`config.mk`:
```
export PLATFORM = sky130hd
export DESIGN_NAME = tism_div
export DESIGN_NICKNAME = d
export VERILOG_FILES = /design/src/rtl/core/tism_pkg.sv /design/src/rtl/core/tism_div.sv
export SDC_FILE = /design/constraint.sdc
export NUM_CORES = 1
export LEC_CHECK = 0
export BUFFER_PORTS_ARGS = -buffer_cell sky130_fd_sc_hd__buf_2
export CORE_UTILIZATION = 38
export CTS_BUF_LIST = sky130_fd_sc_hd__clkbuf_16
export CTS_CLUSTER_SIZE = 8
export DETAILED_ROUTE_END_ITERATION = 8
export PLACE_DENSITY_LB_ADDON = 0.12
export SLEW_MARGIN = 20
export SYNTH_ARGS = -nofsm -noshare
export SYNTH_HDL_FRONTEND = slang
export SYNTH_SLANG_ARGS = --single-unit
```
`constraint.sdc`:
```
create_clock -name clock -period 3.2 [get_ports clock]
set_clock_uncertainty 0.2 [all_clocks]
set_input_delay 0 -clock clock [delete_from_list [all_inputs] [get_ports clock]]
set_output_delay 0 -clock clock [all_outputs]
set_load 0.01 [all_outputs]
```
`src/rtl/core/tism_pkg.sv`:
```
package tism_pkg;

   localparam int SIDE_MAX     = 64;
   localparam int ROW_W        = $clog2(SIDE_MAX);
   localparam int SIDE_W       = $clog2(SIDE_MAX + 1);
   localparam int N_W          = 2 * SIDE_W;
   localparam int STEP_W       = $clog2(ROW_W + 1);
   localparam int DIV_W        = SIDE_W + ROW_W;
   localparam int SITE_W       = 12;
   localparam int DRAW_W       = 16;
   localparam int SIDE_FIELD_W = 7;
   localparam int MAG_W        = 14;
   localparam int NSUM_W       = 4;
   localparam int CSR_IDX_W    = 2;
   localparam int CSR_DATA_W   = 16;

   localparam logic [CSR_IDX_W-1:0] CSR_SIDE      = 2'd0;
   localparam logic [CSR_IDX_W-1:0] CSR_ACCEPT_K2 = 2'd1;
   localparam logic [CSR_IDX_W-1:0] CSR_ACCEPT_K4 = 2'd2;
   localparam logic [CSR_IDX_W-1:0] CSR_ACCEPT_K6 = 2'd3;

   typedef struct packed {
      logic             done;
      logic [ROW_W-1:0] quot;
      logic [ROW_W-1:0] rem;
   } div_status_type;

endpackage

```
`src/rtl/core/tism_div.sv`:
```
module tism_div (
   input  logic                           clock,
   input  logic                           reset,
   input  logic                           start,
   input  logic [tism_pkg::SITE_W-1:0]    dividend,
   input  logic [tism_pkg::SIDE_W-1:0]    divisor,
   output tism_pkg::div_status_type       status
);

   import tism_pkg::*;

   logic              busy_ff, busy_in;
   logic              done_ff, done_in;
   logic [STEP_W-1:0] step_ff, step_in;
   logic [DIV_W-1:0]  rem_ff, rem_in;
   logic [ROW_W-1:0]  quot_ff, quot_in;
   logic [DIV_W-1:0]  shifted;

   assign shifted = DIV_W'(divisor) << step_ff;

   always_comb begin
      busy_in = busy_ff;
      done_in = 1'b0;
      step_in = step_ff;
      rem_in  = rem_ff;
      quot_in = quot_ff;
      if (start) begin
         busy_in = 1'b1;
         step_in = STEP_W'(ROW_W - 1);
         rem_in  = DIV_W'(dividend);
         quot_in = '0;
      end else if (busy_ff) begin
         if (rem_ff >= shifted) begin
            rem_in           = rem_ff - shifted;
            quot_in[step_ff] = 1'b1;
         end
         if (step_ff == '0) begin
            busy_in = 1'b0;
            done_in = 1'b1;
         end else begin
            step_in = step_ff - 1'b1;
         end
      end
   end

   always_ff @(posedge clock) begin
      if (reset) begin
         busy_ff <= 1'b0;
         done_ff <= 1'b0;
      end else begin
         busy_ff <= busy_in;
         done_ff <= done_in;
      end
      step_ff <= step_in;
      rem_ff  <= rem_in;
      quot_ff <= quot_in;
   end

   assign status.done = done_ff;
   assign status.quot = quot_ff;
   assign status.rem  = rem_ff[ROW_W-1:0];

endmodule

```
==> reports/summary.txt, run 1 <==
Flop pwr share = 27.6%
slowest cell delay on critical path = 0.42 ns
final worst-path cycle share = 94.5%
Detailed Place HPWL = 3700 um
Ports = 35
commonest non-fill, non-tap cell in the layout = buf_2
Period minus WS final = 3.03 ns
vias in the first global route = 1720
final setup fails = 0
multi-input logic area = 1230 um2
Post-CTS Setup Bufs = 0
Most used DFF post-synth = edfxtp_1
total negative slack = 0 ns
Diodes inserted = 0
most frequent cells in the layout = buf_2, a21oi_1, nand2_1
core region area = 4850 um2
Clock power frac = 21.5%
Power Total = 0.00155 W
Int Pwr = 0.000967 W
CP Class = reg2reg
Detailed Route WL = 4730 um
CP max stage cell = dfxtp_1
Final Slew Violations = 0
outcome = finished, final reports clean
drt wl/cell = 13.6 um
DR WL met2 = 2000 um
Initial Util = 40.7%
post-route insts no fill = 347
Max Used Layer = met4
Post-route DRC = 0
Worst Tran Pin Value = 0.575 ns
HP Class = in2reg
Async SR Flop Fraction = 0%
Die Ht = 74.1 um
clock root buffer = clkbuf_16
switching power = 0.000579 W
Final Util = 51.3%
GRT Util Overall = 19.4%
RePlAce Congestion = 0.805
via count = 1827
DR WL met3 = 167 um
unrepaired setup endpoints after global routing = yes
peak supply drop = 261 uV
worst-skew pair later-pin latency = 0.26 ns
Port Buf Inserts = 34
f_max = 0.331 GHz
Max FO, Critical Path = 12
CTS Buffer Depth = 2
Placed Cells = 330
syn nets = 271
number of synthesized flops with an enable pin = 12
sequential cell area = 602 um2
startpoint types = flop
switching share of power = 37.4%
sequential share of the synthesized area = 30.4%
Post-Syn Instances = 233
Worst Slack Setup Final = 0.175 ns
PD cells = 622 nW/um2
Die X-Extent = 74.1 um
CP arrival = 2.85 ns
post-place setup slack = 0.132 ns
worst path required time = 3.03 ns
largest net degree at the start of global routing = 34
maxcap violations = 0
Clk pin slew, worst setup/hold paths = 0.07 ns
CTS Sinks = 24
antenna viol nets, final = 0
Detailed Routing Iterations Pass 1 = 4
Layout fillers = 477
H-tree Lvls = 1
antenna violations before repair = 0
final hold vios = 0
die area = 5490 um2
logic gate share of total power = 50.9%
Synth cell types = 47
CTS tree = yes
mean post-synth cell area = 8.47 um2
Rows = 25
Setup crit end kind = flop
Slew headroom = 61.7%
WL met1 = 2530 um
Area Overhead vs Synth = 25.9%
Synth Cell Area = 1970 um2
clock buffer count from CTS = 3
Seq cells post-synth = 24
Overflow after GRT = 0
via-per-instance ratio = 5.27
critical-path cell list = mux2_2 -> and3_1 -> a21oi_1 -> ha_1 -> and4_1 -> a311o_1 -> o21ai_2 -> nand2_1 -> buf_12
Ys Warns = 0
Nets = 319
initial DRC count = 69
first-pass GRT wire length = 8100 um
layout cells sized above 1 = 23.6%
static leakage = 1.06 nW
[routing by layer]
layer	track usage (%)	vias up
met4	4.49	0
met5	0	-
met2	29.3	39
li1	-	944
met1	28.9	840
met3	2.98	4
[final cells by class]
cell class,instances,area share [%]
clock buffer,4,4.03
inverter,17,2.72
multi-input combinational,176,49.4
sequential,24,24.2
tap,67,3.37
timing repair buffer,59,16.2
[what timing repair did]
item,CTS,global route
setup endpoints to repair,0,14
hold endpoints to repair,14,0
gates resized for setup,0,4
hold buffers,13,0
[power by group through the flow]
stage / clock network [W] / logic, W / registers [W]
floorplan: 0 / 0.000579 / 0.000422
global placement: 0 / 0.000763 / 0.000431
detailed placement: 0 / 0.000761 / 0.000433
CTS: 0.000344 / 0.000776 / 0.000426
global route: 0.000355 / 0.000894 / 0.000433
finish: 0.000332 / 0.000787 / 0.000427
[per-stage QoR]
stage               hold WS (ns)  instance area (um2)
global placement         -0.0251                 2230
global route              0.0771                 2480
CTS                       0.0299                 2460
floorplan                 -0.131                 1970
detailed placement       -0.0265                 2230
finish                    0.0272                 2480
[Yosys cell counts, types with 2 or more instances]
library cell,count,share of area [%]
inv_1,15,2.9
clkbuf_1,6,1.1
nand3_1,3,0.76
buf_4,7,2.7
edfxtp_1,12,18
o31ai_1,4,1.5
and3_1,3,0.95
o21ai_0,11,2.8
o21a_1,10,3.8
a21oi_1,27,6.8
and4_1,3,1.3
dfxtp_1,12,12
or2_2,3,0.95
xnor2_1,2,0.89
nor2b_4,2,1.4
nor2_1,15,2.9
mux2i_1,9,4.6
nand2_1,25,4.8
o2111ai_1,8,3.5
mux2_2,2,1.1
nor3_1,9,2.3
ha_1,15,9.5
nor2b_1,2,0.63
o31a_1,2,0.89
clkinv_1,2,0.38
buf_2,2,0.51
o31ai_2,2,1.3
[registers in the layout, summed over array words and instances (netlist names)]
register	cells
rem_ff	13
quot_ff	6
step_ff	3
busy_ff	1
done_ff	1
[worst paths after layout]
kind                   start          to  slack, ns  depth (start not counted)
setup / recovery  step_ff[0]   rem_ff[2]       0.17                          9
hold / removal         start  step_ff[1]       0.03                          2
setup reg to reg  step_ff[0]   rem_ff[2]       0.17                          9
hold reg to reg   quot_ff[4]  quot_ff[4]       0.25                          2
[worst max-delay path: cells and delay by family (launching register included)]
family	cells	cell delay, ns
multiplexers	1	0.37
adder cells (fa/ha/maj)	1	0.34
AO/OA/AOI/OAI	3	0.73
flip-flops	1	0.42
buffers and inverters	1	0.18
AND/OR/NAND/NOR	3	0.56
[cell families after synthesis]
family                     Yosys count  share of synthesized area [%]
and+or+nand+nor                     70                           17.7
xor gates and xnor gates             3                           1.33
DFF                                 24                           30.4
muxes                               11                           5.70
buffers and inverters               33                           8.11
AOI/OAI and AO/OA                   76                           26.2
adders and majority gates           16                           10.5
No activity file was read; power rests on OpenSTA's default activity.
==> run 2: changes to the inputs <==
- CORE_MARGIN: unset -> 2
- CTS_BUF_LIST: sky130_fd_sc_hd__clkbuf_16 -> sky130_fd_sc_hd__clkbuf_2 sky130_fd_sc_hd__clkbuf_4 sky130_fd_sc_hd__clkbuf_8
==> reports/summary.txt, run 2 (synthesis gave the netlist of run 1 again) <==
Max FO, Critical Path = 9 (-3)
Hold EP = step_ff[1]
Nets = 333 (+4.4%)
via count = 1820 (-0.38%)
H-tree Lvls = 1 (unchanged)
vias in the first global route = 1805 (+4.9%)
largest net degree at the start of global routing = 34 (unchanged)
maxcap violations = 0 (unchanged)
Diodes inserted = 0 (unchanged)
slowest cell delay on critical path = 0.45 ns (+0.03 ns)
flip-flop count of the largest register after layout = 13 (unchanged)
first-pass GRT wire length = 8340 um (+3.0%)
antenna viol nets, final = 0 (unchanged)
final worst-path cycle share = 96.0% (+1.5 points)
CP max stage cell = dfxtp_2
CTS Buffer Depth = 2 (unchanged)
R2R depth = 9 (unchanged)
startpoint types = flop
critical-path cell list = mux2_2 -> a22o_1 -> mux2i_1 -> ha_1 -> and4_1 -> a311o_1 -> o21ai_2 -> nand2_1 -> buf_4
clock root buffer = clkbuf_8
outcome = finished, final reports clean
Final Slew Violations = 0 (unchanged)
Hold Path Depth = 2 (unchanged)
Detailed Place HPWL = 3860 um (+4.3%)
Slew headroom = 59.8% (-1.9 points)
post-place setup slack = -0.0756 ns (-0.207 ns)
Period minus WS final = 3.07 ns (+0.0473 ns)
core region area = 5070 um2 (+4.7%)
final hold vios = 0 (unchanged)
Power Total = 0.00155 W (+0.21%)
Setup crit end kind = flop
CTS tree = yes
CP arrival = 2.91 ns (+0.06 ns)
commonest non-fill, non-tap cell in the layout = buf_2
Reg with most FFs = rem_ff
final setup fails = 0 (unchanged)
unrepaired setup endpoints after global routing = no
Rows = 26 (+4.0%)
post-route insts no fill = 364 (+4.9%)
GRT Util Overall = 17.6% (-1.8 points)
via-per-instance ratio = 5.00 (-5.0%)
PD cells = 608 nW/um2 (-2.3%)
Reg2Reg Launch Point = step_ff[1]
layout cells sized above 1 = 27.2% (+3.6 points)
Detailed Route WL = 4960 um (+4.8%)
peak supply drop = 234 uV (-10%)
Die X-Extent = 76.1 um (+2.7%)
f_max = 0.325 GHz (-1.5%)
Placed Cells = 345 (+4.5%)
Port Buf Inserts = 34 (unchanged)
Ports = 35 (unchanged)
initial DRC count = 64 (-7.2%)
hold_sp = start
HP Class = in2reg
most frequent cells in the layout = buf_2, a21oi_1, buf_4
CP Class = reg2reg
Overflow after GRT = 0 (unchanged)
CTS Sinks = 24 (unchanged)
clock buffer count from CTS = 3 (unchanged)
Clk pin slew, worst setup/hold paths = 0.10 ns (+0.03 ns)
Die Ht = 76.1 um (+2.7%)
Largest regs = rem_ff x13, quot_ff x6, step_ff x3
static leakage = 1.11 nW (+4.9%)
Post-route DRC = 0 (unchanged)
Top delay family on crit path = compound AO/OA/AOI/OAI gates
antenna violations before repair = 0 (unchanged)
Worst Tran Pin Value = 0.603 ns (+0.0283 ns)
Worst Slack Setup Final = 0.128 ns (-0.0473 ns)
worst-skew pair later-pin latency = 0.27 ns (about the same)
worst r2r dst = rem_ff[2]
Area Overhead vs Synth = 29.2%
Initial Util = 38.9% (-1.8 points)
Buf/Inv on CP = 1 (unchanged)
drt wl/cell = 13.6 um (about the same)
die area = 5790 um2 (+5.5%)
RePlAce Congestion = 0.804 (about the same)
reg2reg setup slack = 0.13 ns (-0.05 ns)
Detailed Routing Iterations Pass 1 = 4 (unchanged)
worst path required time = 3.04 ns (about the same)
==> run 2: metal layers <==
metal | vias up | GRT usage, % | share of wire [%]
li1 | 972 | - | -
met1 | 825 | 24.7 | 53
met2 | 21 | 29.6 | 44
met3 | 2 | 2.25 | 2.2
met4 | 0 | 2.73 | 0.38
met5 | - | 0 | 0
==> run 2: worst max path at each step <==
stage,start,end,slack (ns),depth (start not counted)
after floorplan,step_ff[1],rem_ff[0],0.24,9
after global placement,step_ff[0],rem_ff[4],-0.01,12
after detailed placement,step_ff[1],rem_ff[2],-0.08,9
after CTS,step_ff[1],rem_ff[2],0.12,9
after global routing,step_ff[0],rem_ff[6],0.02,9
final,step_ff[1],rem_ff[2],0.13,9
==> run 2: area by class of cell <==
cell class              instances  area (um2)
flip-flops and latches         24         602
well taps                      70        87.6
fillers                       503        2520
inverters                      17        63.8
multi-input cells             176        1230
repair buffers                 73         495
clock buffers                   3        41.3
clock inverters                 1        30.0
==> run 2: through the flow <==
| stage | util, % | hold WS (ns) | TNS, ns | instance area, um2 |
|---|---|---|---|---|
| 6_report | 50.2 | 0.0186 | 0 | 2550 |
| 5_1_grt | 50.2 | 0.0576 | 0 | 2550 |
| 4_1_cts | 49.8 | 0.0146 | 0 | 2530 |
| 3_5_place_dp | 45.6 | -0.0255 | -0.679 | 2320 |
| 3_3_place_gp | 45.6 | -0.0275 | -0.101 | 2320 |
| 2_1_floorplan | - | -0.131 | 0 | 1970 |
==> run 2: report_power, final <==
group / total (W) / internal, W / switching, W / leakage (nW)
registers: 0.000424 / 0.000395 / 0.0000293 / 0.217
clock network: 0.000279 / 0.000167 / 0.000111 / 0.0357
logic: 0.000846 / 0.000389 / 0.000457 / 0.857
total: 0.00155 / 0.000951 / 0.000598 / 1.11
==> run 2: timing repair <==
| action | 4_1_cts | 5_1_grt |
|---|---|---|
| endpoints found under the hold margin | 14 | 0 |
| hold buffers | 13 | 0 |
| endpoints found under the setup margin | 12 | 13 |
| buffers inserted | 0 | 2 |
| pin swaps | 0 | 1 |
| resized for setup | 2 | 2 |
