[config.mk]
export PLATFORM = sky130hd
export DESIGN_NAME = tism_ram
export DESIGN_NICKNAME = d
export VERILOG_FILES = /design/src/rtl/core/tism_ram.sv
export SDC_FILE = /design/constraint.sdc
export NUM_CORES = 1
export LEC_CHECK = 0
export ABC_AREA = 1
export ABC_CLOCK_PERIOD_IN_PS = 1100
export BUFFER_PORTS_ARGS = -buffer_cell sky130_fd_sc_hd__buf_2
export CAP_MARGIN = 15
export CELL_PAD_IN_SITES_DETAIL_PLACEMENT = 1
export CELL_PAD_IN_SITES_GLOBAL_PLACEMENT = 2
export CORE_UTILIZATION = 40
export DETAILED_ROUTE_END_ITERATION = 10
export HOLD_SLACK_MARGIN = 0.08
export PLACE_DENSITY = 0.81
export SLEW_MARGIN = 10
export SYNTH_ARGS = -nofsm -noshare
export SYNTH_HDL_FRONTEND = slang
export SYNTH_SLANG_ARGS = --single-unit
[constraint.sdc]
create_clock -name clock -period 1.1 [get_ports clock]
set_input_delay 0.055 -clock clock [delete_from_list [all_inputs] [get_ports clock]]
set_output_delay 0.055 -clock clock [all_outputs]
set_load 0.005 [all_outputs]
[src/rtl/core/tism_ram.sv]
module tism_ram #(
   parameter int WIDTH = 8,
   parameter int DEPTH = 16
) (
   input  logic                     clock,
   input  logic                     wr_en,
   input  logic [$clog2(DEPTH)-1:0] wr_addr,
   input  logic [WIDTH-1:0]         wr_data,
   input  logic [$clog2(DEPTH)-1:0] rd_addr,
   output logic [WIDTH-1:0]         rd_data
);

   logic [WIDTH-1:0] mem [DEPTH];
   logic [WIDTH-1:0] rd_data_ff;

   always_ff @(posedge clock) begin
      if (wr_en) begin
         mem[wr_addr] <= wr_data;
      end
      rd_data_ff <= mem[rd_addr];
   end

   assign rd_data = rd_data_ff;

endmodule

==> results of run 1 <==
logic make-up after synthesis:
logic type,after synthesis,share of synthesized area
buf+inv,126,0.0952
flops,136,0.694
simple gates,289,0.210
Yosys cell counts, drive strengths merged:
master  instances
edfxtp        128
buf            24
nand2         173
dfxtp           8
nand3          97
nand3b          2
inv           102
nor2           17
final timing paths:
| kind | startpoint | endpoint | slack, ns | cells past startpoint |
|---|---|---|---|---|
| setup / recovery | mem[12][3]$_DFFE_PP_ | rd_data[3]$_DFF_P_ | 0.05 | 6 |
| setup reg to reg | mem[12][3]$_DFFE_PP_ | rd_data[3]$_DFF_P_ | 0.05 | 6 |
| hold reg to reg | mem[11][0]$_DFFE_PP_ | rd_data[0]$_DFF_P_ | 0.68 | 6 |
| hold / removal | rd_addr[3] | rd_data[0]$_DFF_P_ | 0.09 | 4 |
worst max-delay path, stage by stage, from the launching register on:
cell and delay (ns):
edfxtp_1 0.38, inv_1 0.07, nand2_1 0.05, nand3_1 0.07, nand3_1 0.15, nand3_1 0.15, nand2_1 0.07
what timing repair did:
item,CTS,global route
hold buffers,3,0
endpoints found under the hold margin,48,0
resized for setup,0,1
setup endpoints to repair,0,1
metrics by stage:
stage,setup WS [ns],std cells
final,0.0456,806
after CTS,0.0449,806
after detailed placement,-0.0871,771
after floorplan,0.0942,551
after global routing,0.0137,806
after global placement,-0.0742,771
routing by layer:
metal | up-vias | GRT usage
met3 | 19 | 0.0445
met2 | 63 | 0.385
li1 | 1896 | -
met5 | - | 0
met1 | 2036 | 0.302
met4 | 0 | 0.0747
registers in the layout (all words and copies together), names as in the netlist:
name / cells
mem: 128
rd_data: 8
where the power goes:
group,internal [mW],total (mW),leakage (nW),switching (mW)
clock,3.96,5.98,0.300,2.02
sequential,5.80,5.84,1.22,0.0397
combinational,0.275,0.819,1.53,0.544
area by class of cell:
| cell class | instances | area, sq um | area share |
|---|---|---|---|
| Tap cell | 180 | 225 | 0.0324 |
| Clock inverter | 13 | 183 | 0.0263 |
| Sequential cell | 136 | 4000 | 0.576 |
| Timing Repair Buffer | 67 | 510 | 0.0734 |
| Inverter | 102 | 383 | 0.0550 |
| Multi-Input combinational cell | 289 | 1220 | 0.175 |
| Clock buffer | 19 | 433 | 0.0622 |
==> metrics.yaml, run 1 <==
status: "completed"
diodes: 0
via_per_inst: 4.98
io_pins: 26
drc: 0
relSlewSlack: 0.726
dpl_cell_area_sq_um: 6310
first_iter_violations: 186
wl_per_cell_microns: 19.3
netlist.area_leader.share: 0.667
antenna_found_initial: 0
p_leak_nw: 3.05
mostFrequentLayoutCell: "nand2_1"
syn_avg_cell_area_sq_um: 10.5
cts.sinks: 136
highest_layer: "met4"
seq_area_frac_synth: 0.694
grt_max_degree: 36
ir_worst_vdd_uv: 1190
cts-buffers-inserted: 17
cts-root-buf: "clkbuf_16"
nets: 631
clk_latency_ns: 0.42
worst_slew_pin_slew_ns: 0.411
postRouteAntennaNets: 0
fin_skew_ns: 0.00559
grt_pass1_wl_microns: 24200
crit_type: "reg -> reg"
ctsHtreeMaxLevel: 4
grt_overflow: 0
finalCoreUtilization: 0.497
die_y_microns: 122
layout-drive-gt1-share: 0.145
fmax_mhz: 948
start_util: 0.412
min_period_over_period: 0.959
cts_buffer_depth: 2
layout_min_cycle_time_ns: 1.05
die_w_microns: 122
gp_congestion: 0.808
final_cell_mix: "173 x nand2_1, 128 x edfxtp_1, 100 x inv_1"
dp_hpwl_microns: 10200
fin_area_sq_um: 6960
hold_class: "in -> reg"
synthesis.nets: 569
synthesis.area_sq_um: 5770
synth.area.top_cells: "edfxtp_1 67%, nand2_1 11%, nand3_1 8.4%"
finalSetupTns_ns: 0
worstSetupStartpointType: "register"
yosys.area.top_type: "edfxtp_1"
yosys_warnings: 0
core_area_sq_um: 14000
rsz0062_at_grt: "false"
hold_slack_ns: 0.0866
first_pass_iters: 4
clk_pin_slew_worst_paths_ns: 0.06
cts_setup_buffers: 0
p_per_area_nw_per_um2: 1820
drt_wl_total_microns: 15600
cp-end-kind: "register"
cp_max_fo: 1
cts_tree: "yes"
crit_required_ns: 1.41
syn-instance-count: 551
nFillCells: 1559
ys_seq_elements: 136
worstPathArrival_ns: 1.36
setup_violations: 0
track_usage: 0.231
wirelength_met1_microns: 7150
final_max_slew_viol_count: 0
hold_viol: 0
wl_met2_microns: 7710
first_global_vias: 4241
ys_types: 12
maxCapViolCount: 0
num_vias: 4014
syn_to_final_growth_pct: 20.6
rows: 43
route.met3.wl_microns: 483
die_area_sq_um: 14900
io_buffers: 25
power_mw: 12.6
No activity file was read; power rests on OpenSTA's default activity.
==> inputs of run 2 (changes only) <==
ABC_CLOCK_PERIOD_IN_PS = 1000   (was 1100)
GPL_TIMING_DRIVEN = 0   (was default)
clock period = 1 ns   (was 1.1 ns; I/O delays follow)
==> run 2 against run 1 <==
  * Critical path type is now in -> reg
  * Critical endpoint is now mem[7][3]$_DFFE_PP_
  * Sequential share of layout area down 2.3 points
  * Largest cell class unchanged
  * The flow now finishes with violations (setup timing)
  * Power up 17%
  * Cell area up 4.2%
  * Clock power up 24%
==> metrics.yaml, run 2 (synthesis results as in run 1) <==
reg2reg_slack_ns: 0.01  # -0.04 ns
clk_latency_ns: 0.42  # about the same
worstHoldPathCells: 1  # -3
intPower_mw: 11.6  # +16%
place_inst: 753  # -2.3%
sw_frac_of_total: 0.215  # +0.00888
largest_reg_flops: 128  # unchanged
p_per_area_nw_per_um2: 2050  # +13%
layout_min_cycle_time_ns: 1.15
grt_max_degree: 17  # -53%
rsz0062_at_grt: "true"
fin_ws_ns: -0.145  # -0.191 ns
die_area_sq_um: 14900  # unchanged
die_y_microns: 122  # unchanged
num_vias: 4012  # -0.050%
drt_wl_total_microns: 16300  # +4.4%
cpPeakStageDelay_ns: 0.75  # +0.37 ns
cts_tree: "yes"
worst-r2r-cell-count: 6  # unchanged
worst_slew_pin_slew_ns: 0.911  # +0.500 ns
relSlewSlack: 0.391  # -0.336
final_cell_mix: "157 x nand2_1, 128 x edfxtp_1, 97 x inv_1"
cts-root-buf: "clkbuf_16"
pre_cts_slack_ns: -0.647  # -0.560 ns
crit_type: "in -> reg"
fin_cells: 795  # -1.4%
dpl_cell_area_sq_um: 6100  # -3.2%
pwr-share-comb: 0.068  # +0.003
ctsHtreeMaxLevel: 4  # unchanged
p_seq_frac: 0.432  # -0.030
grt_pass1_wl_microns: 24400  # +0.91%
setup_violations: 24  # +24
diodes: 0  # unchanged
syn_to_final_growth_pct: 25.6
gp_congestion: 0.823  # +1.9%
crit_required_ns: 1.04  # -0.37 ns
io_pins: 26  # unchanged
holdCritStartpoint: "wr_data[5]"
worstPathArrival_ns: 1.19  # -0.17 ns
hold_class: "in -> reg"
grt_overflow: 0  # unchanged
rows: 43  # unchanged
hold_viol: 0  # unchanged
critPathTopFamily: "simple AND/OR/NAND/NOR gates"
violations: "setup timing"
nets: 620  # -1.7%
via_per_inst: 5.05  # +1.3%
track_usage: 0.238  # +0.00741
top_register: "mem"
maxCapViolCount: 0  # unchanged
fin_area_sq_um: 7250  # +4.2%
fin_skew_ns: 0.00879  # +0.00320 ns
timing.rr.end: "rd_data[2]$_DFF_P_"
drc: 0  # unchanged
cts_buffer_depth: 2  # unchanged
fmax_mhz: 873
cts-buffers-inserted: 17  # unchanged
cp_num_buf_inv: 1  # unchanged
holdPathEnd: "mem[1][5]$_DFFE_PP_"
io_buffers: 22  # -12%
nFillCells: 1545  # -0.90%
power_mw: 14.8  # +17%
mostFrequentLayoutCell: "nand2_1"
postRouteAntennaNets: 0  # unchanged
worstSetupStartpointType: "input port"
core_area_sq_um: 14000  # unchanged
first_iter_violations: 320  # +72%
cts_setup_buffers: 0  # unchanged
first_global_vias: 4120  # -2.9%
clk_pin_slew_worst_paths_ns: 0.06  # about the same
cp-end-kind: "register"
status: "finished with violations"
crit_chain: "buf_2 > nand3b_1 > nor2_1"
finalCoreUtilization: 0.518  # +0.0207
first_pass_iters: 5  # +1
power.net_switching_mw: 3.19  # +22%
clockPowerShare: 0.500  # +0.027
rr_startpoint: "mem[12][2]$_DFFE_PP_"
p_leak_nw: 3.10  # +1.8%
cts.sinks: 136  # unchanged
antenna_found_initial: 0  # unchanged
dp_hpwl_microns: 10500  # +3.0%
ir_worst_vdd_uv: 1070  # -9.9%
layout-drive-gt1-share: 0.267  # +0.121
final_max_slew_viol_count: 0  # unchanged
die_w_microns: 122  # unchanged
start_util: 0.412  # unchanged
wl_per_cell_microns: 20.4  # +5.8%
cp_max_fo: 8  # +7
min_period_over_period: 1.15
critPathSlowestCell: "nor2_1"
-- run 2: timing repair --
action,CTS,global route
pin swaps,7,39
resized for setup,27,59
setup endpoints to repair,87,69
hold endpoints to repair,103,0
hold buffers,10,0
-- run 2: worst max-delay path by stage --
stage               start             endpoint  slack (ns)  cells after the start
2_1_floorplan  wr_addr[3]  mem[4][0]$_DFFE_PP_     -0.0008                      2
3_3_place_gp   wr_addr[3]  mem[4][0]$_DFFE_PP_       -0.57                      3
3_5_place_dp   wr_addr[3]  mem[4][3]$_DFFE_PP_       -0.65                      3
4_1_cts        wr_addr[3]  mem[7][3]$_DFFE_PP_       -0.12                      3
5_1_grt        wr_addr[3]  mem[7][3]$_DFFE_PP_       -0.21                      3
6_report       wr_addr[3]  mem[7][3]$_DFFE_PP_       -0.15                      3
-- run 2: per-stage QoR --
step	hold WS [ns]	setup TNS, ns
floorplan	0.149	-0.0540
global placement	0.429	-58.63
detailed placement	0.430	-64.16
CTS	0.0866	-2.74
global route	0.0828	-4.74
finish	0.0951	-3.06
-- run 2: worst reg2reg max path: cells and delay by family (launching register included) --
kind / cells / cell delay [ns]
flip-flops: 1 / 0.37
AND/OR/NAND/NOR: 6 / 0.50
-- run 2: layout make-up --
type	count	area, sq um	share of cell area
plain buffers	24	166	0.0230
clock buffers	17	425	0.0587
clock inverters	15	273	0.0376
inverters	102	383	0.0528
multi-input cells	289	1560	0.215
flip-flops and latches	136	4000	0.553
well taps	180	225	0.0311
repair buffers	32	210	0.0290
-- run 2: layer usage --
metal  GRT usage  routed length (microns)  vias to the layer above
li1            -                        -                     1879
met2       0.387                     8050                      105
met4      0.0998                      380                        0
met5           0                        0                        -
met1       0.313                     7070                     2005
met3      0.0421                      754                       23
-- run 2: power groups by stage --
stage	Sequential, mW	Clock [mW]	Combinational [mW]
global placement	6.52	0	0.827
global route	6.42	7.65	1.10
floorplan	6.53	0	0.450
detailed placement	6.53	0	0.856
CTS	6.41	7.45	0.933
finish	6.41	7.41	1.01
==> inputs of run 3 (changes only) <==
REMOVE_ABC_BUFFERS = 1   (was default)
==> run 3 against run 2 <==
  * The flow still finishes with violations (setup timing)
  * Final cell count decreased by 2.5%
  * Fmax rose by 10%
  * Power decreased by 8.3%
  * Clock skew shrank 0.0031 ns
  * Cell area is 4.6% lower
  * Critical path type unchanged
  * Critical endpoint is now mem[11][7]$_DFFE_PP_
  * Largest cell class unchanged
  * Largest power group is now registers
  * Highest routed layer unchanged
==> metrics.yaml, run 3 (synthesis results as in run 1) <==
antenna_found_initial: 0  # unchanged
final_max_slew_viol_count: 0  # unchanged
p_leak_nw: 2.91  # -6.2%
rsz0062_at_grt: "true"
worst_slew_pin_slew_ns: 0.581  # -0.330 ns
track_usage: 0.201  # -0.0366
setup_violations: 22  # -8.3%
nets: 600  # -3.2%
pwr-share-comb: 0.063  # -0.005
grt_max_degree: 66  # +49
core_area_sq_um: 14000  # unchanged
finalSetupTns_ns: -0.492  # +2.57 ns
postRouteAntennaNets: 0  # unchanged
clockPowerShare: 0.465  # -0.035
grt_overflow: 0  # unchanged
via_per_inst: 4.87  # -3.5%
gp_congestion: 0.742  # -9.8%
ctsHtreeMaxLevel: 4  # unchanged
mostFrequentLayoutCell: "nand2_1"
cts_tree: "yes"
layout-drive-gt1-share: 0.188  # -0.0784
sw_frac_of_total: 0.209  # -0.00607
power.net_switching_mw: 2.84  # -11%
fmax_mhz: 961  # +10%
first_iter_violations: 192  # -40%
cts-root-buf: "clkbuf_16"
worstSetupStartpointType: "input port"
cp-end-kind: "register"
finalCoreUtilization: 0.494  # -0.0238
final_cell_mix: "169 x nand2_1, 128 x edfxtp_1, 95 x inv_1"
relSlewSlack: 0.612  # +0.222
die_area_sq_um: 14900  # unchanged
hold_viol: 0  # unchanged
p_per_area_nw_per_um2: 1970  # -3.9%
num_vias: 3775  # -5.9%
cp_max_fo: 8  # unchanged
die_y_microns: 122  # unchanged
min_period_over_period: 1.04  # -0.104
p_seq_frac: 0.472  # +0.040
wl_per_cell_microns: 17.7  # -13%
top_register: "mem"
crit_type: "in -> reg"
rows: 43  # unchanged
grt_pass1_wl_microns: 21600  # -12%
hold_slack_ns: 0.215  # +0.120 ns
drc: 0  # unchanged
intPower_mw: 10.7  # -7.6%
violations: "setup timing"
syn_to_final_growth_pct: 19.9
clk_pin_slew_worst_paths_ns: 0.06  # about the same
ir_worst_vdd_uv: 1030  # -3.7%
fin_skew_ns: 0.00567  # -0.00313 ns
status: "finished with violations"
diodes: 0  # unchanged
layout_min_cycle_time_ns: 1.04  # -0.104 ns
dp_hpwl_microns: 8420  # -20%
first_pass_iters: 5  # unchanged
fin_ws_ns: -0.0410  # +0.104 ns
worstPathArrival_ns: 1.10  # -0.09 ns
io_pins: 26  # unchanged
hold_class: "in -> reg"
io_buffers: 25  # +14%
start_util: 0.412  # unchanged
first_global_vias: 4089  # -0.75%
cts_buffer_depth: 2  # unchanged
drt_wl_total_microns: 13700  # -16%
crit_required_ns: 1.05  # about the same
clk_latency_ns: 0.42  # about the same
die_w_microns: 122  # unchanged
largest_reg_flops: 128  # unchanged
cts-buffers-inserted: 17  # unchanged
cts.sinks: 136  # unchanged
maxCapViolCount: 0  # unchanged
==> run 3: cell count changes in the layout (fill, tap and decap cells not counted), sizes merged <==
| cell | delta |
|---|---|
| clkinv | +1 |
| clkbuf | +3 |
| bufinv | -3 |
| clkinvlp | +3 |
| dlygate4sd3 | -1 |
| inv | -4 |
| buf | -19 |
==> run 3: what timing repair did <==
item	4_1_cts	5_1_grt
endpoints found under the setup margin	96	72
hold endpoints to repair	134	0
gates cloned	0	0
resized for setup	20	51
hold buffers	9	0
pin swaps	2	20
buffers inserted	2	0
==> run 3: layout make-up <==
cell class                 instances  area, sq um
fill                            1529         7080
sequential                       136         4000
multi-input combinational        289         1440
clock buffer                      20          437
inverter                         102          398
timing repair buffer              36          254
tap                              180          225
clock inverter                    12          156
==> run 3: critical path: stages <==
cell	delay, ns
buf_2	0.12
nand3b_1	0.36
nor2_2	0.56
==> run 3: worst paths after layout <==
kind	depth (start not counted)	from	slack, ns	endpoint
setup reg to reg	6	mem[9][7]$_DFFE_PP_	0	rd_data[7]$_DFF_P_
hold / removal	7	rd_addr[0]	0.22	rd_data[6]$_DFF_P_
hold reg to reg	6	mem[3][6]$_DFFE_PP_	0.67	rd_data[6]$_DFF_P_
setup / recovery	3	wr_addr[2]	-0.04	mem[11][7]$_DFFE_PP_
==> run 3: per-stage QoR <==
| step | instances | instance area [sq um] | power (mW) | setup slack [ns] |
|---|---|---|---|---|
| finish | 775 | 6910 | 13.6 | -0.0410 |
| global route | 775 | 6910 | 14.0 | -0.107 |
| CTS | 775 | 6710 | 13.6 | -0.217 |
| detailed placement | 732 | 5950 | 7.26 | -1.69 |
| global placement | 732 | 5950 | 7.22 | -1.65 |
| floorplan | 527 | 5600 | 6.87 | -0.0305 |
==> run 3: power groups by stage <==
| stage | logic, mW | clock network, mW | registers [mW] |
|---|---|---|---|
| floorplan | 0.344 | 0 | 6.53 |
| global placement | 0.703 | 0 | 6.52 |
| detailed placement | 0.737 | 0 | 6.53 |
| CTS | 0.797 | 6.36 | 6.41 |
| global route | 0.950 | 6.59 | 6.42 |
| finish | 0.858 | 6.32 | 6.41 |
==> run 3: routing by layer <==
layer  global-route usage  routed length, microns
met5                    0                       0
met4               0.0823                     199
met3               0.0351                     578
met2                0.365                    7400
met1                0.234                    5550
